<file path="config.mk">
export PLATFORM = sky130hd
export DESIGN_NAME = radix_digit_converter_core
export DESIGN_NICKNAME = d
export VERILOG_FILES = /design/src/design/rdc_pkg.sv /design/src/design/rdc_front.sv /design/src/design/rdc_queue.sv /design/src/design/rdc_back.sv /design/src/design/radix_digit_converter_core.sv
export SDC_FILE = /design/constraint.sdc
export NUM_CORES = 1
export LEC_CHECK = 0
export BUFFER_PORTS_ARGS = -buffer_cell sky130_fd_sc_hd__buf_2
export CAP_MARGIN = 10
export CORE_MARGIN = 2
export CORE_UTILIZATION = 65
export CTS_BUF_LIST = sky130_fd_sc_hd__clkbuf_4 sky130_fd_sc_hd__clkbuf_8
export DETAILED_ROUTE_END_ITERATION = 12
export PLACE_DENSITY = 0.84
export SLEW_MARGIN = 20
export SYNTH_ARGS = -nofsm -noshare
export SYNTH_HDL_FRONTEND = slang
export SYNTH_SLANG_ARGS = --single-unit
</file>
<file path="constraint.sdc">
create_clock -name clk -period 28.7 [get_ports clk]
set_clock_uncertainty 0.15 [all_clocks]
set_input_delay 1.435 -clock clk [delete_from_list [all_inputs] [get_ports clk]]
set_output_delay 1.435 -clock clk [all_outputs]
set_load 0.02 [all_outputs]
</file>
<file path="src/design/rdc_pkg.sv">
`timescale 1ns / 1ps
// Shared types, constants and helper functions for the radix digit converter.
// Has no dependencies; every other design file imports it.
package rdc_pkg;

    // Field widths fixed by the interface.
    localparam int VALUE_W = 31;
    localparam int RADIX_W = 5;
    localparam int DIGIT_W = 4;
    localparam int CHAR_W  = 8;

    // Radix limits and reset value.
    localparam logic [RADIX_W-1:0] RADIX_MIN   = 5'd2;
    localparam logic [RADIX_W-1:0] RADIX_MAX   = 5'd16;
    localparam logic [RADIX_W-1:0] RADIX_RESET = 5'd10;

    // Long division works on a padded word, a fixed number of bits per cycle.
    localparam int WORK_W     = 32;
    localparam int STEP_BITS  = 8;
    localparam int NUM_CHUNKS = WORK_W / STEP_BITS;
    localparam int CHUNK_W    = $clog2(NUM_CHUNKS);

    // Depth of the queue between the front and the back.
    localparam int QUEUE_DEPTH = 2;

    // ASCII anchors for digit characters.
    localparam logic [CHAR_W-1:0]  CHAR_ZERO   = 8'h30;
    localparam logic [CHAR_W-1:0]  CHAR_UPPER_A = 8'h41;
    localparam logic [DIGIT_W-1:0] DEC_LIMIT   = 4'd10;

    // One classified request as it travels from the front to the back.
    typedef struct packed {
        logic [VALUE_W-1:0] value;
        logic [RADIX_W-1:0] radix;
        logic               is_zero;
    } item_t;

    // Back-end sequencer states.
    typedef enum logic [1:0] {
        ST_IDLE,
        ST_DIV,
        ST_READ,
        ST_EMIT
    } back_state_t;

    // Clamp a raw register value into the legal radix range.
    function automatic logic [RADIX_W-1:0] clamp_radix(input logic [RADIX_W-1:0] r);
        logic [RADIX_W-1:0] res;
        if (r < RADIX_MIN) begin
            res = RADIX_MIN;
        end else if (r > RADIX_MAX) begin
            res = RADIX_MAX;
        end else begin
            res = r;
        end
        return res;
    endfunction

    // Map a digit value to its ASCII character, 0-9 then A-F.
    function automatic logic [CHAR_W-1:0] digit_to_char(input logic [DIGIT_W-1:0] d);
        logic [CHAR_W-1:0] c;
        if (d < DEC_LIMIT) begin
            c = CHAR_ZERO + {{(CHAR_W-DIGIT_W){1'b0}}, d};
        end else begin
            c = CHAR_UPPER_A + {{(CHAR_W-DIGIT_W){1'b0}}, d - DEC_LIMIT};
        end
        return c;
    endfunction

endpackage

</file>
<file path="src/design/rdc_front.sv">
`timescale 1ns / 1ps
// Front end: holds the radix register, accepts requests and classifies them.
// Depends on rdc_pkg.
module rdc_front
    import rdc_pkg::*;
(
    input  logic               clk,
    input  logic               rst_n,
    input  logic               cfg_valid,
    output logic               cfg_ready,
    input  logic [RADIX_W-1:0] cfg_data,
    input  logic               in_valid,
    output logic               in_ready,
    input  logic [VALUE_W-1:0] value,
    output logic               item_valid,
    input  logic               item_ready,
    output item_t              item
);

    logic [RADIX_W-1:0] radix_reg;

    // Radix register; writes are always taken.
    assign cfg_ready = 1'b1;

    always_ff @(posedge clk or negedge rst_n)
    begin
        if (!rst_n) begin
            radix_reg <= RADIX_RESET;
        end else if (cfg_valid) begin
            radix_reg <= cfg_data;
        end
    end

    // Classify the request and hand it to the queue.
    assign item_valid   = in_valid;
    assign in_ready     = item_ready;
    assign item.value   = value;
    assign item.radix   = clamp_radix(radix_reg);
    assign item.is_zero = (value == '0);

endmodule

</file>
<file path="src/design/rdc_queue.sv">
`timescale 1ns / 1ps
// Short request queue that decouples the front end from the back end.
// Depends on rdc_pkg for the item type and depth.
module rdc_queue
    import rdc_pkg::*;
(
    input  logic  clk,
    input  logic  rst_n,
    input  logic  wr_valid,
    output logic  wr_ready,
    input  item_t wr_item,
    output logic  rd_valid,
    input  logic  rd_ready,
    output item_t rd_item
);

    localparam int PTR_W = $clog2(QUEUE_DEPTH);
    localparam int CNT_W = $clog2(QUEUE_DEPTH + 1);

    item_t             entry_reg [QUEUE_DEPTH];
    logic [PTR_W-1:0]  wr_ptr_reg;
    logic [PTR_W-1:0]  rd_ptr_reg;
    logic [CNT_W-1:0]  count_reg;
    logic              do_wr;
    logic              do_rd;

    assign wr_ready = (count_reg != CNT_W'(QUEUE_DEPTH));
    assign rd_valid = (count_reg != '0);
    assign rd_item  = entry_reg[rd_ptr_reg];
    assign do_wr    = wr_valid && wr_ready;
    assign do_rd    = rd_valid && rd_ready;

    // Entry storage.
    always_ff @(posedge clk)
    begin
        if (do_wr) begin
            entry_reg[wr_ptr_reg] <= wr_item;
        end
    end

    // Pointers and fill count.
    always_ff @(posedge clk or negedge rst_n)
    begin
        if (!rst_n) begin
            wr_ptr_reg <= '0;
            rd_ptr_reg <= '0;
            count_reg  <= '0;
        end else begin
            if (do_wr) begin
                wr_ptr_reg <= (wr_ptr_reg == PTR_W'(QUEUE_DEPTH - 1)) ? '0 : wr_ptr_reg + 1'b1;
            end
            if (do_rd) begin
                rd_ptr_reg <= (rd_ptr_reg == PTR_W'(QUEUE_DEPTH - 1)) ? '0 : rd_ptr_reg + 1'b1;
            end
            if (do_wr && !do_rd) begin
                count_reg <= count_reg + 1'b1;
            end else if (do_rd && !do_wr) begin
                count_reg <= count_reg - 1'b1;
            end
        end
    end

endmodule

</file>
<file path="src/design/rdc_back.sv">
`timescale 1ns / 1ps
// Back end: divides by the radix a chunk of bits per cycle, pushes remainders
// on the digit stack, then pops them to the output register. Depends on rdc_pkg.
module rdc_back
    import rdc_pkg::*;
#(
    parameter int STACK_DEPTH = 32
)
(
    input  logic               clk,
    input  logic               rst_n,
    input  logic               item_valid,
    output logic               item_ready,
    input  item_t              item,
    output logic               out_valid,
    input  logic               out_ready,
    output logic [DIGIT_W-1:0] digit,
    output logic [CHAR_W-1:0]  digit_char,
    output logic               last
);

    localparam int AW = $clog2(STACK_DEPTH);
    localparam int CW = $clog2(STACK_DEPTH + 1);

    back_state_t          state_reg, state_next;
    logic [WORK_W-1:0]    work_reg, work_next;
    logic [DIGIT_W-1:0]   rem_reg, rem_next;
    logic [RADIX_W-1:0]   radix_reg, radix_next;
    logic [CHUNK_W-1:0]   chunk_reg, chunk_next;
    logic [CW-1:0]        sp_reg, sp_next;

    logic [DIGIT_W-1:0]   stack_mem [STACK_DEPTH];
    logic [DIGIT_W-1:0]   rd_data_reg;
    logic                 push_en;
    logic [DIGIT_W-1:0]   push_data;
    logic                 rd_en;
    logic [CW-1:0]        sp_dec;

    logic                 out_valid_reg, out_valid_next;
    logic [DIGIT_W-1:0]   digit_reg;
    logic                 last_reg;
    logic                 out_load;

    logic [RADIX_W-1:0]   div_rem;
    logic [STEP_BITS-1:0] div_qbits;
    logic [WORK_W-1:0]    div_quot;

    // One chunk of restoring long division by a radix of at most sixteen.
    always_comb
    begin
        logic [RADIX_W-1:0] trial;
        div_rem   = {1'b0, rem_reg};
        div_qbits = '0;
        for (int i = 0; i < STEP_BITS; i++) begin
            trial = {div_rem[DIGIT_W-1:0], work_reg[WORK_W-1-i]};
            if (trial >= radix_reg) begin
                div_rem                   = trial - radix_reg;
                div_qbits[STEP_BITS-1-i]  = 1'b1;
            end else begin
                div_rem = trial;
            end
        end
        div_quot = {work_reg[WORK_W-STEP_BITS-1:0], div_qbits};
    end

    assign sp_dec     = sp_reg - 1'b1;
    assign out_load   = (state_reg == ST_EMIT) && (!out_valid_reg || out_ready);
    assign item_ready = (state_reg == ST_IDLE);

    // Sequencer: next state and datapath control.
    always_comb
    begin
        state_next     = state_reg;
        work_next      = work_reg;
        rem_next       = rem_reg;
        radix_next     = radix_reg;
        chunk_next     = chunk_reg;
        sp_next        = sp_reg;
        push_en        = 1'b0;
        push_data      = '0;
        rd_en          = 1'b0;
        out_valid_next = out_valid_reg && !out_ready;
        unique case (state_reg)
            ST_IDLE: begin
                if (item_valid) begin
                    radix_next = item.radix;
                    if (item.is_zero) begin
                        // A zero value is the single digit zero.
                        push_en    = 1'b1;
                        state_next = ST_READ;
                    end else begin
                        work_next  = {{(WORK_W-VALUE_W){1'b0}}, item.value};
                        rem_next   = '0;
                        chunk_next = '0;
                        state_next = ST_DIV;
                    end
                end
            end
            ST_DIV: begin
                work_next  = div_quot;
                rem_next   = div_rem[DIGIT_W-1:0];
                chunk_next = chunk_reg + 1'b1;
                if (chunk_reg == CHUNK_W'(NUM_CHUNKS - 1)) begin
                    // Division done: push the remainder, restart on the quotient.
                    push_en   = 1'b1;
                    push_data = div_rem[DIGIT_W-1:0];
                    rem_next  = '0;
                    if (div_quot == '0) begin
                        state_next = ST_READ;
                    end
                end
            end
            ST_READ: begin
                if (sp_reg == '0) begin
                    state_next = ST_IDLE;
                end else begin
                    rd_en      = 1'b1;
                    sp_next    = sp_dec;
                    state_next = ST_EMIT;
                end
            end
            ST_EMIT: begin
                if (out_load) begin
                    out_valid_next = 1'b1;
                    if (sp_reg == '0) begin
                        state_next = ST_IDLE;
                    end else begin
                        // Fetch the next digit while this one goes out.
                        rd_en   = 1'b1;
                        sp_next = sp_dec;
                    end
                end
            end
            default: begin
                state_next = ST_IDLE;
            end
        endcase
        if (push_en && (sp_reg < CW'(STACK_DEPTH))) begin
            sp_next = sp_reg + 1'b1;
        end
    end

    // Control registers.
    always_ff @(posedge clk or negedge rst_n)
    begin
        if (!rst_n) begin
            state_reg     <= ST_IDLE;
            sp_reg        <= '0;
            chunk_reg     <= '0;
            out_valid_reg <= 1'b0;
        end else begin
            state_reg     <= state_next;
            sp_reg        <= sp_next;
            chunk_reg     <= chunk_next;
            out_valid_reg <= out_valid_next;
        end
    end

    // Datapath registers.
    always_ff @(posedge clk)
    begin
        work_reg  <= work_next;
        rem_reg   <= rem_next;
        radix_reg <= radix_next;
        if (out_load) begin
            digit_reg <= rd_data_reg;
            last_reg  <= (sp_reg == '0);
        end
    end

    // Digit stack memory with a registered read port.
    always_ff @(posedge clk)
    begin
        if (push_en && (sp_reg < CW'(STACK_DEPTH))) begin
            stack_mem[sp_reg[AW-1:0]] <= push_data;
        end
        if (rd_en) begin
            rd_data_reg <= stack_mem[sp_dec[AW-1:0]];
        end
    end

    assign out_valid  = out_valid_reg;
    assign digit      = digit_reg;
    assign digit_char = digit_to_char(digit_reg);
    assign last       = last_reg;

`ifndef SYNTH
    // The stack pointer never passes the stack depth.
    a_sp_bound: assert property (@(posedge clk) disable iff (!rst_n)
        sp_reg <= CW'(STACK_DEPTH))
        else $error("digit stack pointer out of range");

    // A new request starts only with an empty stack.
    a_idle_empty: assert property (@(posedge clk) disable iff (!rst_n)
        (state_reg == ST_IDLE) |-> (sp_reg == '0))
        else $error("stack not empty while idle");

    // The final digit returns the sequencer to idle.
    a_last_idle: assert property (@(posedge clk) disable iff (!rst_n)
        (out_load && (sp_reg == '0)) |=> (state_reg == ST_IDLE) && last_reg)
        else $error("final digit did not end the request");

    // The partial remainder stays below the radix.
    a_rem_bound: assert property (@(posedge clk) disable iff (!rst_n)
        (state_reg == ST_DIV) |-> ({1'b0, rem_reg} < radix_reg))
        else $error("partial remainder not below radix");
`endif

endmodule

</file>
<file path="src/design/radix_digit_converter_core.sv">
`timescale 1ns / 1ps
// A request yields D digits, 1 to 31.
// The back end divides 8 bits per cycle, then pops one digit a cycle while the output is not stalled.
// Only one request is in the back end at a time. A two-entry queue lets the front
// accept requests while the back end is busy.
// Reset clears control state and sets the radix to 10; the digit stack is not cleared.
module radix_digit_converter_core
    import rdc_pkg::*;
#(
    parameter int STACK_DEPTH = 32
)
(
    input  logic               clk,
    input  logic               rst_n,
    input  logic               cfg_valid,
    output logic               cfg_ready,
    input  logic [RADIX_W-1:0] cfg_data,
    input  logic               in_valid,
    output logic               in_ready,
    input  logic [VALUE_W-1:0] value,
    output logic               out_valid,
    input  logic               out_ready,
    output logic [DIGIT_W-1:0] digit,
    output logic [CHAR_W-1:0]  digit_char,
    output logic               last
);

    logic  fq_valid;
    logic  fq_ready;
    item_t fq_item;
    logic  qb_valid;
    logic  qb_ready;
    item_t qb_item;

    // Front end: radix register and request classification.
    rdc_front u_front (
        .clk        (clk),
        .rst_n      (rst_n),
        .cfg_valid  (cfg_valid),
        .cfg_ready  (cfg_ready),
        .cfg_data   (cfg_data),
        .in_valid   (in_valid),
        .in_ready   (in_ready),
        .value      (value),
        .item_valid (fq_valid),
        .item_ready (fq_ready),
        .item       (fq_item)
    );

    // Decoupling queue.
    rdc_queue u_queue (
        .clk      (clk),
        .rst_n    (rst_n),
        .wr_valid (fq_valid),
        .wr_ready (fq_ready),
        .wr_item  (fq_item),
        .rd_valid (qb_valid),
        .rd_ready (qb_ready),
        .rd_item  (qb_item)
    );

    // Back end: division, digit stack and output register.
    rdc_back #(
        .STACK_DEPTH (STACK_DEPTH)
    ) u_back (
        .clk        (clk),
        .rst_n      (rst_n),
        .item_valid (qb_valid),
        .item_ready (qb_ready),
        .item       (qb_item),
        .out_valid  (out_valid),
        .out_ready  (out_ready),
        .digit      (digit),
        .digit_char (digit_char),
        .last       (last)
    );

endmodule

</file>
## Word level (Yosys, flattened, before mapping)

Memory sizes are Yosys's and may differ from the RTL's. A register that Yosys moved wholly into a read port is not among the register bits.
Cells that the tools add are included.

| storage, ports and cells | value |
|---|---|
| register bits | 66 |
| output and inout bits | 16 |
| bits in writable memories | 202 |
| memories kept | 2 |

| operators by class | value |
|---|---|
| equality and inequality tests | 12 |
| $lt $le $gt $ge | 12 |
| reductions and logical operators | 24 |
| $add $sub $neg | 18 |
| mux-type cells | 60 |

Memory list:

| memory | words | bits a word | rd ports | clocked after memory_dff | write ports | line | RTL |
|---|---|---|---|---|---|---|---|
| u_back.stack_mem | 32 | 4 | 1 | 1 | 1 | rdc_back.sv:32 | `logic [DIGIT_W-1:0] stack_mem [STACK_DEPTH];` |
| u_queue.entry_reg | 2 | 37 | 1 | 0 | 1 | rdc_queue.sv:20 | `item_t entry_reg [QUEUE_DEPTH];` |

Operators by type and width:

| operator | count |
|---|---|
| two-way mux 32 bit | 2 |
| case mux 32 bit (2 select lines) | 1 |
| two-way mux 4 bit | 13 |
| >= comparator 5 bit | 8 |
| zero test 32 bit | 1 |
| subtractor 4 bit | 8 |
| zero test 31 bit | 1 |
| two-way mux 2 bit | 11 |
| two-way mux 1 bit | 21 |
| two-way mux 6 bit | 3 |
| case mux 6 bit (2 select lines) | 1 |
| two-way mux 5 bit | 2 |
| adder 7 x 4 -> 8 bit, first input constant | 1 |
| two-way mux 8 bit | 1 |
| inequality test 2 x 1 -> 1 bit, second input constant | 4 |
| case mux 2 bit (4 select lines) | 1 |
| case mux 4 bit (2 select lines) | 1 |
| adder 6 x 4 -> 7 bit, first input constant | 1 |
| logical AND 1 bit | 7 |
| adder 6 x 1 -> 6 bit, second input constant | 1 |
| equality test 2 bit, second input constant | 3 |
| zero test 6 bit | 1 |
| < comparator 6 bit, second input constant | 1 |
| inequality test 2 bit, second input constant | 3 |
| other kinds (20) | 29 |

## Depth between registers and ports, before layout

| depth | value |
|---|---|
| depth after elaboration | 20 |
| gate-level depth with buffers | 53 |

## Modules after synthesis

Synthesis repeated with hierarchy kept, for this count alone.

| second synthesis, totals | value |
|---|---|
| cells, all modules | 910 |
| area total of the unflattened synthesis | 13201.4 um^2 |

Modules (own cells, without submodules):

| module | instances | area each (um^2) | cells each |
|---|---|---|---|
| rdc_back | 1 | 9700.6 | 713 |
| rdc_queue | 1 | 2946.6 | 133 |
| rdc_front | 1 | 554.3 | 64 |

## Worst setup path after synthesis

No wires, ideal clock.

| timing path | value |
|---|---|
| path type | register to register |
| start point | reg u_back.radix_reg[1] |
| end point | mem u_back.stack_mem[0][2], data pin |
| path buffers | 2 |
| data required time | 28.083 ns |
| setup time | 0.467 ns |
| period minus slack after synthesis | 12.338 ns |
| setup slack | 16.362 ns |
| arrival | 11.721 ns |
| stages on the path, launching flop included | 44 |
| cells stage by stage | edfxtp_1 > inv_1 > ha_1 > a31oi_1 > o21ai_1 > mux2_2 > ha_1 > a21o_1 > a31oi_1 > o21ai_1 > mux2_2 > ha_1 > nand2_1 > o21ai_1 > mux2_2 > ha_1 > nand2_1 > o21ai_1 > (+8 left out) > o21ai_0 > inv_1 > ha_1 > a21o_1 > a31oi_1 > o21ai_1 > clkbuf_1 > mux2_2 > ha_1 > nand2_1 > o21ai_1 > mux2_2 > inv_1 > ha_1 > a211oi_1 > o31a_1 > nor2_1 > a211oi_1 |

| on the way | value |
|---|---|
| cells in the longest elaborated chain, start to end | 18 |

RTL lines:

| element | line | RTL |
|---|---|---|
| start, declared | rdc_back.sv:28 | `logic [RADIX_W-1:0] radix_reg, radix_next;` |
| start signal, assigned | rdc_back.sv:164 | `radix_reg <= radix_next;` |
| subtractor 4 bit / >= comparator 5 bit (equally long branches) | rdc_back.sv:57, rdc_back.sv:56 |  |
| two-way mux 4 bit | rdc_back.sv:56 | `if (trial >= radix_reg) begin` |
| subtractor 4 bit / >= comparator 5 bit (equally long branches) | rdc_back.sv:57, rdc_back.sv:56 |  |
| two-way mux 4 bit | rdc_back.sv:56 |  |
| subtractor 4 bit / >= comparator 5 bit (equally long branches) | rdc_back.sv:57, rdc_back.sv:56 |  |
| two-way mux 4 bit | rdc_back.sv:56 |  |
| >= comparator 5 bit / subtractor 4 bit (equally long branches) | rdc_back.sv:56, rdc_back.sv:57 |  |
| two-way mux 4 bit | rdc_back.sv:56 |  |
| (+3 left out) | - |  |
| two-way mux 4 bit | rdc_back.sv:56 |  |
| >= comparator 5 bit / subtractor 4 bit (equally long branches) | rdc_back.sv:56, rdc_back.sv:57 |  |
| two-way mux 4 bit | rdc_back.sv:56 |  |
| subtractor 4 bit / >= comparator 5 bit (equally long branches) | rdc_back.sv:57, rdc_back.sv:56 |  |
| two-way mux 4 bit * | rdc_back.sv:56 |  |
| two-way mux 4 bit * | rdc_back.sv:103 | `if (chunk_reg == CHUNK_W'(NUM_CHUNKS - 1)) begin` |
| two-way mux 4 bit * | rdc_back.sv:83 | `unique case (state_reg)` |
| net u_back.push_data[2] | rdc_back.sv:35 | `logic [DIGIT_W-1:0] push_data;` |
| end, declared | rdc_back.sv:32 |  |

Mark *: on every way through the listed nets, which the timed path passes. The rest lies on a longest branch.

## Worst setup path after layout

| timing path | value |
|---|---|
| start point | reg u_back.radix_reg[1] |
| end point | mem u_back.stack_mem[19][1], data pin |

Same word-level chain as after synthesis.

==> results.sh <==
export IMPL_wl_per_cell_um=21.31
export IMPL_timing_hold_worst_path_depth=0
export IMPL_netlist_instances=867
export IMPL_critical_path_most_common_cell="sky130_fd_sc_hd__ha_1"
export IMPL_p_per_area_nw_per_um2=58.60
export IMPL_share_of_synthesized_flip_flops_with_an_asynchronous_set_or_reset_pct=7.353
export IMPL_synthTopCellsByArea="sky130_fd_sc_hd__edfxtp_1, sky130_fd_sc_hd__mux4_1, sky130_fd_sc_hd__ha_1"
export IMPL_ys_ff_latch=272
export IMPL_fillers=1208
export IMPL_worstReg2RegEnd="u_back.stack_mem[19][1]"
export IMPL_cts_made_buffers=43
export IMPL_timing_critical_path_max_delay_family="compound AO/OA/AOI/OAI gates"
export IMPL_clock_latency_on_the_worst_skew_pair_ns=0.57
export IMPL_drt_first_pass_iters=5
export IMPL_antenna_found_initial=0
export IMPL_timing_max_cap_violations=0
export IMPL_synth_seq_area_share_pct=63.01
export IMPL_n_antenna_cell=0
export IMPL_slew_headroom_pct=34.86
export IMPL_route_final_wire_length_mm=26.38
export IMPL_rows=51
export IMPL_grt_max_degree=69
export IMPL_peakVddDrop_v=0.00005635
export IMPL_via_count_of_the_first_global_routing_pass=7449
export IMPL_number_of_setup_violations_in_the_final_report=0
export IMPL_numPortBuffers=54
export IMPL_worst_slack_at_placement_ns=14.99
export IMPL_timing_critical_path_to_type="flip-flop"
export IMPL_critical_r2r_launch="u_back.radix_reg[1]"
export IMPL_cts_hold_fix_buffers=0
export IMPL_cts_num_sinks=272
export IMPL_fin_ws_ns=15.22
export IMPL_grt_util_all_layers_pct=25.98
export IMPL_max_clock_path_buffers=3
export IMPL_largest_area_contributor_in_the_synthesized_netlist="sky130_fd_sc_hd__edfxtp_1"
export IMPL_final_period_minus_worst_setup_slack_ns=13.48
export IMPL_hold_violations=0
export IMPL_grt_pass1_wl_mm=40.36
export IMPL_critical_path_slowest_cell="sky130_fd_sc_hd__edfxtp_1"
export IMPL_min_delay_worst_endpoint="u_back.digit[1]"
export IMPL_post_cts_setup_buffer_count=0
export IMPL_htree_levels=2
export IMPL_fin_nets=1041
export IMPL_min_delay_path_class="reg -> reg"
export IMPL_vias=7574
export IMPL_worst_slew_pin_slew_ns=0.9702
export IMPL_synth_enable_flop_cells=252
export IMPL_worst_endpoint_required_ns=28.79
export IMPL_post_cts_resized=0
export IMPL_initialDrtViolationCount=624
export IMPL_holdCritStartpoint="u_back.rd_data_reg[1]"
export IMPL_critical_path_arrival_ns=13.57
export IMPL_criticalPathCategory="reg -> reg"
export IMPL_die_height_um=144.4
export IMPL_drc=0
export IMPL_initial_utilization_pct=66.03
export IMPL_place_congestion=0.9122
export IMPL_maximum_single_stage_delay_on_the_critical_path_ns=0.71
export IMPL_timing_critical_path_from_type="flip-flop"
export IMPL_run_status="finished clean"
export IMPL_yosysMostFrequentCell="sky130_fd_sc_hd__edfxtp_1"
export IMPL_final_period_utilization_pct=46.97
export IMPL_area_growth_pct=11.06
export IMPL_floorplan_die_area_um2=20840
export IMPL_ys_warns=0
export IMPL_cts_root_buf="sky130_fd_sc_hd__clkbuf_8"
export IMPL_fin_setup_tns_ns=0
export IMPL_fp_coreArea_um2=19400
export IMPL_final_max_slew_violation_count=0
export IMPL_grt_setup_unrepaired="false"
export IMPL_synth_cell_area_um2=12810
export IMPL_worstPathMaxFanout=32
export IMPL_power_leakage_nw=5.249
export IMPL_die_width_um=144.4
export IMPL_rrSetupSlack_ns=15.22
export IMPL_layout_drive_gt1_share_pct=18.81
export IMPL_antenna_violating_nets_post_route=0
export IMPL_largest_register_ff_count=128
export IMPL_max_freq_mhz=74.18
export IMPL_synthDominantCellAreaShare_pct=59.08
export IMPL_synthesis_nets=965
export IMPL_synth_distinct_cells=62
export IMPL_drt_vias_per_instance=6.118
export IMPL_cp_buffers_inverters=4
export IMPL_io_pins=57
export IMPL_clock_pin_transition_on_the_worst_setup_and_hold_timing_paths_ns=0.06
export IMPL_global_route_overflow_total=0
export IMPL_syn_area_per_cell_um2=14.77
export IMPL_cts_tree="built"
export IMPL_ys_dominant_reg_cell="sky130_fd_sc_hd__edfxtp_1"
export IMPL_detailed_place_hpwl_mm=17.40
export IMPL_synth_top_cells_by_count="sky130_fd_sc_hd__edfxtp_1, sky130_fd_sc_hd__nand2_1, sky130_fd_sc_hd__nor2_1"
export IMPL_r2r_cells=44
==> stage by stage <==
stage          power, mW  util [%]  hold slack (ns)  cell area (um^2)  std cells
2_1_floorplan     0.5022         -           0.2503             12810        867
3_3_place_gp      0.5178     68.70           0.2530             13330       1161
3_5_place_dp      0.5232     68.88           0.2554             13360       1162
4_1_cts           0.8392     73.12           0.2695             14180       1237
5_1_grt           0.8602     73.33           0.2712             14220       1238
6_report          0.8336     73.33           0.2577             14220       1238
==> cells in the final DEF, fill, tap and decap left out, types with 4 or more instances in the layout <==
cell type,instances
sky130_fd_sc_hd__nor2b_1,6
sky130_fd_sc_hd__clkbuf_8,43
sky130_fd_sc_hd__nand2_1,67
sky130_fd_sc_hd__inv_1,42
sky130_fd_sc_hd__nor2_1,60
sky130_fd_sc_hd__nor2_4,4
sky130_fd_sc_hd__xor2_1,9
sky130_fd_sc_hd__o21ai_1,8
sky130_fd_sc_hd__mux4_1,27
sky130_fd_sc_hd__mux2i_1,37
sky130_fd_sc_hd__o21ai_0,43
sky130_fd_sc_hd__nand3b_1,4
sky130_fd_sc_hd__mux4_2,13
sky130_fd_sc_hd__a31oi_1,8
sky130_fd_sc_hd__nand4_1,4
sky130_fd_sc_hd__xnor2_1,20
sky130_fd_sc_hd__clkbuf_4,10
sky130_fd_sc_hd__dfrtp_1,16
sky130_fd_sc_hd__buf_2,54
sky130_fd_sc_hd__ha_1,49
sky130_fd_sc_hd__nand3_1,4
sky130_fd_sc_hd__a21oi_1,29
sky130_fd_sc_hd__edfxtp_1,252
sky130_fd_sc_hd__buf_4,5
sky130_fd_sc_hd__a21o_1,14
sky130_fd_sc_hd__clkinv_2,7
sky130_fd_sc_hd__nand2b_1,12
sky130_fd_sc_hd__mux2_2,24
sky130_fd_sc_hd__nor4_1,15
sky130_fd_sc_hd__nor3_1,9
sky130_fd_sc_hd__clkinv_1,10
sky130_fd_sc_hd__fa_1,8
==> routing by layer <==
layer	GRT usage (%)	routed length (um)	share of wire, %	vias up
li1	-	-	-	3477
met1	33.30	10300	39	3738
met2	45.12	13600	52	300
met3	4.901	1588	6.0	59
met4	8.687	892	3.4	0
met5	0	0	0	-
==> worst reg2reg max path, delay by kind of cell (launching register included) <==
kind	cells	cell delay, ns
AOI/OAI and AO/OA	23	5.86
adders and majority gates	8	2.83
muxes	5	1.88
and+or+nand+nor	4	1.01
buffers and inverters	4	0.74
DFF	1	0.71
==> how the worst max path moves through the flow <==
stage / from / endpoint / slack, ns / cells after the start
finish: u_back.radix_reg[1] / u_back.stack_mem[19][1] / 15.22 / 44
global route: u_back.radix_reg[1] / u_back.stack_mem[19][1] / 14.05 / 44
CTS: u_back.radix_reg[1] / u_back.stack_mem[4][1] / 14.86 / 43
detailed placement: u_back.radix_reg[1] / u_back.stack_mem[16][1] / 14.99 / 44
global placement: u_back.radix_reg[1] / u_back.stack_mem[22][1] / 15.54 / 43
floorplan: u_back.radix_reg[1] / u_back.stack_mem[0][2] / 16.36 / 43
==> kinds of logic after synthesis <==
logic type	after synthesis	synth area share (%)
AOI/OAI and AO/OA	132	6.242
xor gates and xnor gates	30	2.051
adders and majority gates	57	6.037
buffers and inverters	72	2.491
DFF	272	63.01
muxes	101	12.83
other	2	0.05863
and+or+nand+nor	201	7.287
==> power by group <==
group	total (mW)	internal, mW	switching, mW
sequential	0.470	0.462	0.00868
combinational	0.0450	0.0153	0.0297
clock	0.318	0.171	0.147
==> final cells by class <==
type	instances	area (um^2)	area share, %
flip-flops and latches	272	8075	56.77
multi-input cells	523	4482	31.51
clock buffers	53	666.9	4.688
repair buffers	61	355.3	2.498
well taps	265	331.6	2.331
inverters	42	157.7	1.108
clock inverters	22	156.4	1.099
No activity file was read; power rests on OpenSTA's default activity.
